File: src/design/bfcc_pkg.sv
// Shared types, constants and byte functions of the bracket frame CRC checker.
`timescale 1ns / 1ps
`default_nettype none
package bfcc_pkg;

  localparam int CONTENT_LIMIT_DEF = 99;
  localparam int LINE_LIMIT_DEF    = 127;

  localparam logic [15:0] CRC_INIT = 16'hFFFF;
  localparam logic [15:0] CRC_POLY = 16'hA001;

  typedef enum logic [2:0] {
    ST_FORWARD  = 3'd0,
    ST_NO_START = 3'd1,
    ST_NO_END   = 3'd2,
    ST_CRC_BAD  = 3'd3,
    ST_BAD_LEN  = 3'd4
  } status_t;

  typedef struct packed {
    logic take;
    logic clear_line;
    logic post_status;
    logic emit_start;
    logic emit_run;
  } dp_cmd_t;

  typedef struct packed {
    status_t status;
    logic    out_free;
    logic    emit_done;
  } dp_stat_t;

  // One byte of reflected CRC-16/Modbus, bit at a time.
  function automatic logic [15:0] crc_feed(input logic [15:0] crc, input logic [7:0] b);
    logic [15:0] c;
    c = crc ^ {8'h00, b};
    for (int k = 0; k < 8; k++) begin
      c = c[0] ? ((c >> 1) ^ CRC_POLY) : (c >> 1);
    end
    return c;
  endfunction

  // Returns {valid, value} for an ASCII hex digit of either case.
  function automatic logic [4:0] hex_value(input logic [7:0] c);
    logic [4:0] r;
    r = 5'd0;
    if (c >= 8'h30 && c <= 8'h39) begin
      r = {1'b1, c[3:0]};
    end else if ((c >= 8'h41 && c <= 8'h46) || (c >= 8'h61 && c <= 8'h66)) begin
      r = {1'b1, c[3:0] + 4'd9};
    end
    return r;
  endfunction

  // Upper-case ASCII digit for one nibble.
  function automatic logic [7:0] hex_char(input logic [3:0] n);
    logic [7:0] r;
    if (n < 4'd10) begin
      r = {4'h3, n};
    end else begin
      r = {4'h0, n} + 8'h37;
    end
    return r;
  endfunction

endpackage
`default_nettype wire

File: src/design/bfcc_dp.sv
// Datapath: line parser, CRC, content memory, chunk packer and output register.
`timescale 1ns / 1ps
`default_nettype none
module bfcc_dp import bfcc_pkg::*; #(
  parameter int CONTENT_LIMIT = CONTENT_LIMIT_DEF,
  parameter int LINE_LIMIT    = LINE_LIMIT_DEF
) (
  input  logic        clk,
  input  logic        rst,
  input  logic [7:0]  line_byte,
  input  dp_cmd_t     cmd,
  output dp_stat_t    stat,
  input  logic        out_stall,
  output logic        out_valid,
  output logic [63:0] frame_chunk,
  output logic [3:0]  chunk_count,
  output logic        last_result,
  output logic [2:0]  line_status
);

  localparam int FRAME_EXTRA = 7;  // '[' ']' four hex digits and newline
  localparam int CW = $clog2(CONTENT_LIMIT + 2);
  localparam int BW = $clog2(LINE_LIMIT + 1);
  localparam int AW = (CONTENT_LIMIT > 1) ? $clog2(CONTENT_LIMIT) : 1;
  localparam int PW = $clog2(CONTENT_LIMIT + FRAME_EXTRA + 1);

  localparam logic [CW-1:0] CNT_LIMIT  = CW'(CONTENT_LIMIT);
  localparam logic [CW-1:0] CNT_OVER   = CW'(CONTENT_LIMIT + 1);
  localparam logic [BW-1:0] SEEN_LIMIT = BW'(LINE_LIMIT);

  localparam logic [7:0] CH_NUL   = 8'h00;
  localparam logic [7:0] CH_NL    = 8'h0A;
  localparam logic [7:0] CH_OPEN  = 8'h5B;
  localparam logic [7:0] CH_CLOSE = 8'h5D;

  typedef enum logic [1:0] {PH_SEEK, PH_BODY, PH_HEX, PH_DONE} phase_t;

  // Per-line parse state.
  phase_t          phase;
  logic [15:0]     crc;
  logic [CW-1:0]   content_count;
  logic [15:0]     received_crc;
  logic [2:0]      hex_cnt;
  logic            hex_bad;
  logic [BW-1:0]   bytes_seen;
  logic            str_end;

  logic            byte_live;
  logic [4:0]      hv;
  logic            wr_en;

  logic [7:0]      mem [CONTENT_LIMIT];
  logic [7:0]      rd_data;
  logic [AW-1:0]   rd_addr;

  // Emit state.
  logic [PW-1:0]   pos, pos_next, pos_prev;
  logic [PW-1:0]   frame_len, rel;
  logic [63:0]     asm_data;
  logic [3:0]      asm_cnt;
  logic            asm_full;
  logic            asm_last;
  logic            add, xfer, last_byte;
  logic [7:0]      gen_byte;
  logic            out_free;
  status_t         status;

  assign byte_live = cmd.take && !str_end && (bytes_seen < SEEN_LIMIT);
  assign hv        = hex_value(line_byte);
  assign wr_en     = byte_live && (line_byte != CH_NUL) && (phase == PH_BODY) &&
                     (line_byte != CH_CLOSE) && (content_count < CNT_LIMIT);

  always_ff @(posedge clk) begin
    if (rst || cmd.clear_line) begin
      phase         <= PH_SEEK;
      crc           <= CRC_INIT;
      content_count <= '0;
      received_crc  <= '0;
      hex_cnt       <= '0;
      hex_bad       <= 1'b0;
      bytes_seen    <= '0;
      str_end       <= 1'b0;
    end else if (byte_live) begin
      bytes_seen <= bytes_seen + 1'b1;
      if (line_byte == CH_NUL) begin
        str_end <= 1'b1;
      end else begin
        case (phase)
          PH_SEEK: begin
            if (line_byte == CH_OPEN) begin
              crc   <= crc_feed(CRC_INIT, line_byte);
              phase <= PH_BODY;
            end
          end
          PH_BODY: begin
            crc <= crc_feed(crc, line_byte);
            if (line_byte == CH_CLOSE) begin
              phase <= PH_HEX;
            end else if (content_count < CNT_LIMIT) begin
              content_count <= content_count + 1'b1;
            end else begin
              content_count <= CNT_OVER;
            end
          end
          PH_HEX: begin
            if (!hv[4]) begin
              hex_bad <= 1'b1;
            end else begin
              received_crc <= {received_crc[11:0], hv[3:0]};
            end
            hex_cnt <= hex_cnt + 1'b1;
            if (hex_cnt == 3'd3) begin
              phase <= PH_DONE;
            end
          end
          default: begin
          end
        endcase
      end
    end
  end

  // Content memory: one write port for parsing, one registered read port for emitting.
  always_ff @(posedge clk) begin
    if (wr_en) begin
      mem[content_count[AW-1:0]] <= line_byte;
    end
    rd_data <= mem[rd_addr];
  end

  always_comb begin
    if (phase == PH_SEEK) begin
      status = ST_NO_START;
    end else if (phase != PH_DONE) begin
      status = ST_NO_END;
    end else if (hex_bad || (received_crc != crc)) begin
      status = ST_CRC_BAD;
    end else if ((content_count == '0) || (content_count > CNT_LIMIT)) begin
      status = ST_BAD_LEN;
    end else begin
      status = ST_FORWARD;
    end
  end

  assign out_free  = !out_valid || !out_stall;
  assign frame_len = PW'(content_count) + PW'(FRAME_EXTRA);
  assign rel       = pos - PW'(content_count);
  assign last_byte = (pos == frame_len - 1'b1);
  assign add       = cmd.emit_run && !asm_full && (pos != frame_len);
  assign xfer      = asm_full && out_free;

  always_comb begin
    if (cmd.emit_start) begin
      pos_next = '0;
    end else if (add) begin
      pos_next = pos + 1'b1;
    end else begin
      pos_next = pos;
    end
  end

  // The read runs one position ahead so that rd_data always holds the byte for pos.
  assign pos_prev = pos_next - 1'b1;
  assign rd_addr  = pos_prev[AW-1:0];

  always_comb begin
    if (pos == '0) begin
      gen_byte = CH_OPEN;
    end else if (pos <= PW'(content_count)) begin
      gen_byte = rd_data;
    end else begin
      case (rel)
        PW'(1):  gen_byte = CH_CLOSE;
        PW'(2):  gen_byte = hex_char(crc[15:12]);
        PW'(3):  gen_byte = hex_char(crc[11:8]);
        PW'(4):  gen_byte = hex_char(crc[7:4]);
        PW'(5):  gen_byte = hex_char(crc[3:0]);
        default: gen_byte = CH_NL;
      endcase
    end
  end

  always_ff @(posedge clk) begin
    if (rst) begin
      asm_full <= 1'b0;
    end else if (cmd.emit_start) begin
      pos      <= '0;
      asm_data <= '0;
      asm_cnt  <= '0;
      asm_full <= 1'b0;
      asm_last <= 1'b0;
    end else begin
      if (xfer) begin
        asm_data <= '0;
        asm_cnt  <= '0;
        asm_full <= 1'b0;
        asm_last <= 1'b0;
      end
      if (add) begin
        asm_data[asm_cnt[2:0]*8 +: 8] <= gen_byte;
        asm_cnt  <= asm_cnt + 1'b1;
        asm_last <= last_byte;
        if (asm_cnt == 4'd7 || last_byte) begin
          asm_full <= 1'b1;
        end
      end
      pos <= pos_next;
    end
  end

  always_ff @(posedge clk) begin
    if (rst) begin
      out_valid <= 1'b0;
    end else if (cmd.post_status) begin
      out_valid   <= 1'b1;
      frame_chunk <= '0;
      chunk_count <= '0;
      last_result <= 1'b1;
      line_status <= status;
    end else if (xfer) begin
      out_valid   <= 1'b1;
      frame_chunk <= asm_data;
      chunk_count <= asm_cnt;
      last_result <= asm_last;
      line_status <= ST_FORWARD;
    end else if (!out_stall) begin
      out_valid <= 1'b0;
    end
  end

  assign stat.status    = status;
  assign stat.out_free  = out_free;
  assign stat.emit_done = asm_full && asm_last && out_free;

endmodule
`default_nettype wire

File: config.mk
export PLATFORM = sky130hd
export DESIGN_NAME = bfcc_dp
export DESIGN_NICKNAME = d
export VERILOG_FILES = /design/src/design/bfcc_pkg.sv /design/src/design/bfcc_dp.sv
export SDC_FILE = /design/constraint.sdc
export NUM_CORES = 1
export LEC_CHECK = 0
export BUFFER_PORTS_ARGS = -buffer_cell sky130_fd_sc_hd__buf_2
export CORE_MARGIN = 2
export CORE_UTILIZATION = 35
export DETAILED_ROUTE_END_ITERATION = 10
export SLEW_MARGIN = 10
export SYNTH_ARGS = -nofsm -noshare
export SYNTH_HDL_FRONTEND = slang
export SYNTH_SLANG_ARGS = --single-unit
File: constraint.sdc
create_clock -name clk -period 12.7 [get_ports clk]
set_input_delay 0.635 -clock clk [delete_from_list [all_inputs] [get_ports clk]]
set_output_delay 0.635 -clock clk [all_outputs]
set_load 0.01 [all_outputs]
Word-level counts from Yosys, hierarchy flattened
Memory sizes are Yosys's and may differ from the RTL's. A register that Yosys moved wholly into a read port is not among the register bits.
Index checks and enable logic that the tools add are counted.
- bits in writable memories: 792
- output and inout port bits: 78
- memories kept: 1
- input port bits: 16
- register bits after elaboration: 203
- logic and storage cells: 195
- $lt $le $gt $ge: 14
- shift operators: 2
- reductions and logical operators: 43
- bitwise logic cells: 22
- eq/ne operators: 20
- muxes and demuxes: 60
- add/sub/neg operators: 15
- memories (name ; depth ; width ; rd ports ; clocked after memory_dff ; write ports ; line ; source):
    mem ; 99 ; 8 ; 1 ; 1 ; 1 ; bfcc_dp.sv:52 ; logic [7:0] mem [CONTENT_LIMIT];
- operators with widths (cell ; count):
    $mux 64 ; 5
    $mux 16 ; 17
    $bwmux 64 ; 1
    $shift 8x34->64 const A ; 1
    $shiftx 8x34->64 ; 1
    $mux 7 ; 7
    $not 2->3 ; 16
    $pmux 7 s5 ; 1
    $neg 6->34 ; 1
    $pmux 16 s2 ; 1
    $add 4x6->7 const B ; 4
    $add 7x1->7 const B ; 3
    $mux 3 ; 6
    $eq 8x7->1 const B ; 2
    $ge 8x7->1 const B ; 2
    $le 8x7->1 const B ; 2
    $lt 4x4->1 const B ; 4
    $mux 8 ; 2
    $ne 16x16->1 ; 1
    $not 8->16 ; 1
    $reduce_and 4->1 ; 4
    $xor 16x8->16 ; 1
    $eq 7x2->1 const B ; 2
    $eq 7x3->1 const B ; 2
    41 further kinds ; 89

Longest topological paths before layout
- depth in word-level cells: 19
- depth in mapped cells: 22
- mapped depth without buffers: 18

Worst setup path before layout
Ideal clock, no wire load.
- kind: register to register
- start: reg content_count[0]
- end: reg rd_data[0], read port of mem
- path slack: 7.418 ns
- setup time: 0.143 ns
- clock period less this slack: 5.282 ns
- cell stages (with the launch flop): 22
- arrival time: 5.139 ns
- path buffers: 8
- data required time: 12.557 ns
- cell sequence: dfxtp_1 clkbuf_1 inv_1 ha_1 xnor2_1 a311o_1 nor4_4 o21ai_2 a221oi_4 buf_6 buf_8 buf_6 buf_6 ha_1 clkbuf_1 clkbuf_1 clkbuf_1 mux4_2 mux2i_1 a32oi_1 a311oi_1 a311oi_1
- cells in the longest elaborated chain, start to end: 6
- ends and longest elaborated chain (what ; line ; source):
    start, declared ; bfcc_dp.sv:41 ; logic [CW-1:0] content_count;
    start signal, assigned ; bfcc_dp.sv:100 ; content_count <= content_count + 1'b1;
    $add 7x3->7 ; bfcc_dp.sv:146 ; assign frame_len = PW'(content_count) + PW'(FRAME_EXTRA);
    $ne 7x7->1 ; bfcc_dp.sv:149 ; assign add = cmd.emit_run && !asm_full && (pos != frame_len);
    $logic_and 1x1->1 ; bfcc_dp.sv:149 ;
    $mux 7 ; bfcc_dp.sv:155 ; end else if (add) begin
    $mux 7 ; bfcc_dp.sv:153 ; if (cmd.emit_start) begin
    $sub 7x1->7 ; bfcc_dp.sv:163 ; assign pos_prev = pos_next - 1'b1;
    end, declared ; bfcc_dp.sv:53 ; logic [7:0] rd_data;
Every way passes these cells.
A chain may end at the register's enable or synchronous reset.

Worst setup path in the final report
- start: reg content_count[0]
- end: reg rd_data[5], read port of mem
Same word-level chain as after synthesis.

==> metrics <==
outcome=completed; ratio of cells with drive above 1 in the final layout=0.1914; H-tree Lvls=3; Crit path required time=13.23 ns; crit start category=flop; synth top area cells=edfxtp_1, mux4_2, dfxtp_1; largest net degree at the start of global routing=146; Final Util=0.3983; vias in the first global route=22,450; Sink Count=1,003; Max-Slew Margin vs Limit=0.1802; number of buffers created by CTS=100; Ports=94; Post-CTS Setup Inserts=0; Synth Instances=2,554; peak supply drop=0.0001089 V; FMAX=0.1433 GHz; Min-Delay Path Depth=3; met3 WL post-DR=7639 µm; sequential power share=0.507; global route total overflow=0; Reg2Reg Depth=15; largest area contributor in the netlist=edfxtp_1; nets=2,728; Ant. Diodes=0; number of synthesized register bits=1,003; die span in y=351.0 µm; DIE AREA=123,200 µm²; worst slew pin tran=1.225 ns; Placement Cell Area=44,380 µm²; total power=0.007301 W; Setup TNS=0 ns; final instance area=47,660 µm²; area grow syn2layout=13.09%; switching power total=0.001724 W; Routed Antenna Nets=0; Synthesis Warnings=0; Max Root-Sink Buffers=3; Hold Fails Final Rpt=0; Routed WL=101,000 µm; # resized after CTS=0; Hold Buf Count CTS=0; std cell rows=127; Switching Share=0.2361; setup violators final=0; drc violations=0; RSZ-0062 raised after global routing=no; Detailed Routing Iterations Pass 1=5; Reg clk slew, reported paths=0.06 ns; routability cong.=0.8514; Hold Crit Class=in2reg; Final Max Slew Viols=0; clock insertion delay at the later pin of the skew report=0.69 ns; Pleak=15.60 nW; DR iter-0 viols=2,521; crit path DAT=7.50 ns; P_int=0.005577 W; via count=23,070; WL/cell=23.19 µm; Worst Clk Skew=0.04889 ns; P per Cell Area=153.2 nW/µm²; Setup Crit Path Kind=reg2reg; port bufs=93; WL met2=47,170 µm; library cells used by synthesis=75; Final period util=0.5493; Seq/Total Area, Yosys=0.6997; top routing layer used=met5; max_cap viols=0; Mapped Area=42,150 µm²; maximum net fanout on the critical path=46; DRT met1 WL=44,230 µm; Die W=351.0 µm; Comb pwr share=0.091; core area=119,700 µm²; drt via density=5.296; initial antenna violation count=5; CTS tree=yes; synthesized area per cell=16.50 µm²; syn_nets=2,619; Async S/R FF share, synth=0; GRT Util Overall=0.1629; min cycle time layout=6.976 ns; top-area cell type share of the netlist area=0.6698; clock root buffer=clkbuf_16; CP Capture Type=flop; Post-synth EDFFs=940; Top FF cell, synth=edfxtp_1; clock share of power=0.403; first-pass GRT wire length=149,800 µm; HPWL after DPL=62,770 µm; Initial Util=0.3522
path summary, 6_finish.rpt:
kind,start,to,slack (ns)
min,cmd[0],asm_full$_SDFF_PP0_,0.33
max reg2reg,content_count[0]$_SDFFE_PP0P_,rd_data[5]$_DFF_P_,5.72
min reg2reg,hex_bad$_SDFFE_PP0P_,hex_bad$_SDFFE_PP0P_,0.48
max,content_count[0]$_SDFFE_PP0P_,rd_data[5]$_DFF_P_,5.72
worst max-delay path: stages, from the launching register on:
cell	delay, ns
dfxtp_1	0.69
inv_1	0.22
ha_1	0.41
xnor2_1	0.17
a311o_1	0.39
nor4_4	0.30
o21ai_2	0.21
a221oi_4	0.36
buf_4	0.76
buf_4	0.68
buf_4	0.72
mux4_2	0.58
mux2i_1	0.23
a32oi_1	0.16
a311oi_1	0.78
a311oi_1	0.10
metal layers:
metal	vias to the layer above	global-route usage
li1	10220	-
met5	-	0
met3	137	0.03030
met2	889	0.2571
met4	6	0.03828
met1	11820	0.2334
cells in the mapped netlist, types with 7 or more instances:
| library cell | instances |
|---|---|
| o21ai_0 | 58 |
| edfxtp_1 | 940 |
| nor3_1 | 22 |
| o31ai_1 | 7 |
| or2_2 | 7 |
| nor2b_1 | 69 |
| a22o_1 | 20 |
| or3_1 | 7 |
| buf_6 | 12 |
| mux4_2 | 206 |
| a21oi_1 | 74 |
| buf_4 | 8 |
| a311oi_1 | 17 |
| a31oi_1 | 16 |
| ha_1 | 48 |
| a32oi_1 | 14 |
| and2_1 | 9 |
| nand4_1 | 17 |
| inv_1 | 54 |
| xnor2_1 | 59 |
| and3_1 | 16 |
| a211oi_1 | 15 |
| dfxtp_1 | 63 |
| xor2_1 | 26 |
| buf_2 | 15 |
| nor4_1 | 7 |
| nand3_1 | 86 |
| nor2_1 | 214 |
| mux2i_1 | 70 |
| o211ai_1 | 11 |
| o22ai_1 | 15 |
| nand2_1 | 172 |
| clkbuf_1 | 95 |
sequential cells by signal (all words and copies together), names as in the netlist:
signal and cells:
asm_cnt 4, asm_data 64, asm_full 1, asm_last 1
bytes_seen 7, chunk_count 4, content_count 7, crc 16
frame_chunk 64, hex_bad 1, hex_cnt 3, last_result 1
line_status 3, mem 792, out_valid 1, phase 2
pos 7, rd_data 8, received_crc 16, str_end 1
kinds of logic (layout without fill, tap and decap cells):
logic type	count (synthesis)	count (layout)	synth area share
DFF	1003	1003	0.6997
and+or+nand+nor	650	650	0.07134
AOI/OAI and AO/OA	296	296	0.04753
muxes	278	278	0.1272
buffers and inverters	193	382	0.02182
xor gates and xnor gates	85	85	0.01766
adders and majority gates	49	49	0.01473
layout by cell type, fill, tap and decap left out, drive strengths merged, types with 7 or more instances in the layout:
cell type and instances:
nand2 172, o22ai 15, a311oi 17, a32oi 14, o31ai 7, a22o 20, or3 7, inv 57
o21ai 61, and2 10, dfxtp 63, a211oi 15, nor3 23, clkinvlp 11, nand3 86, o211ai 11
and3 16, xor2 26, mux4 206, bufinv 7, nor4 8, mux2i 70, a21oi 74, edfxtp 940
clkbuf 132, buf 146, nand4 17, xnor2 59, or2 7, clkinv 29, nor2b 69, nor2 215
a31oi 16, ha 48
power by group through the flow:
| stage | clock [W] | sequential [W] | combinational [W] |
|---|---|---|---|
| 6_report | 0.00294 | 0.00370 | 0.000663 |
| 5_1_grt | 0.00311 | 0.00370 | 0.000714 |
| 4_1_cts | 0.00299 | 0.00369 | 0.000671 |
| 3_5_place_dp | 0 | 0.00377 | 0.000669 |
| 3_3_place_gp | 0 | 0.00377 | 0.000666 |
| 2_1_floorplan | 0 | 0.00374 | 0.000436 |
per-stage QoR:
step / worst slack (ns) / hold slack, ns / instances
after floorplan: 7.418 / 0.4321 / 2554
after global placement: 5.750 / 0.4563 / 4173
after detailed placement: 5.648 / 0.4724 / 4173
after CTS: 5.624 / 0.2941 / 4355
after global routing: 5.121 / 0.3342 / 4355
final: 5.724 / 0.3271 / 4355
area by class of cell:
| cell class | count | area, µm² |
|---|---|---|
| well taps | 1612 | 2017 |
| multi-input cells | 1358 | 11770 |
| flip-flops and latches | 1003 | 29490 |
| clock buffers | 132 | 2734 |
| repair buffers | 146 | 895.9 |
| fillers | 10820 | 71990 |
| clock inverters | 50 | 551.8 |
| inverters | 54 | 202.7 |
(Power assumes the default switching activity.)
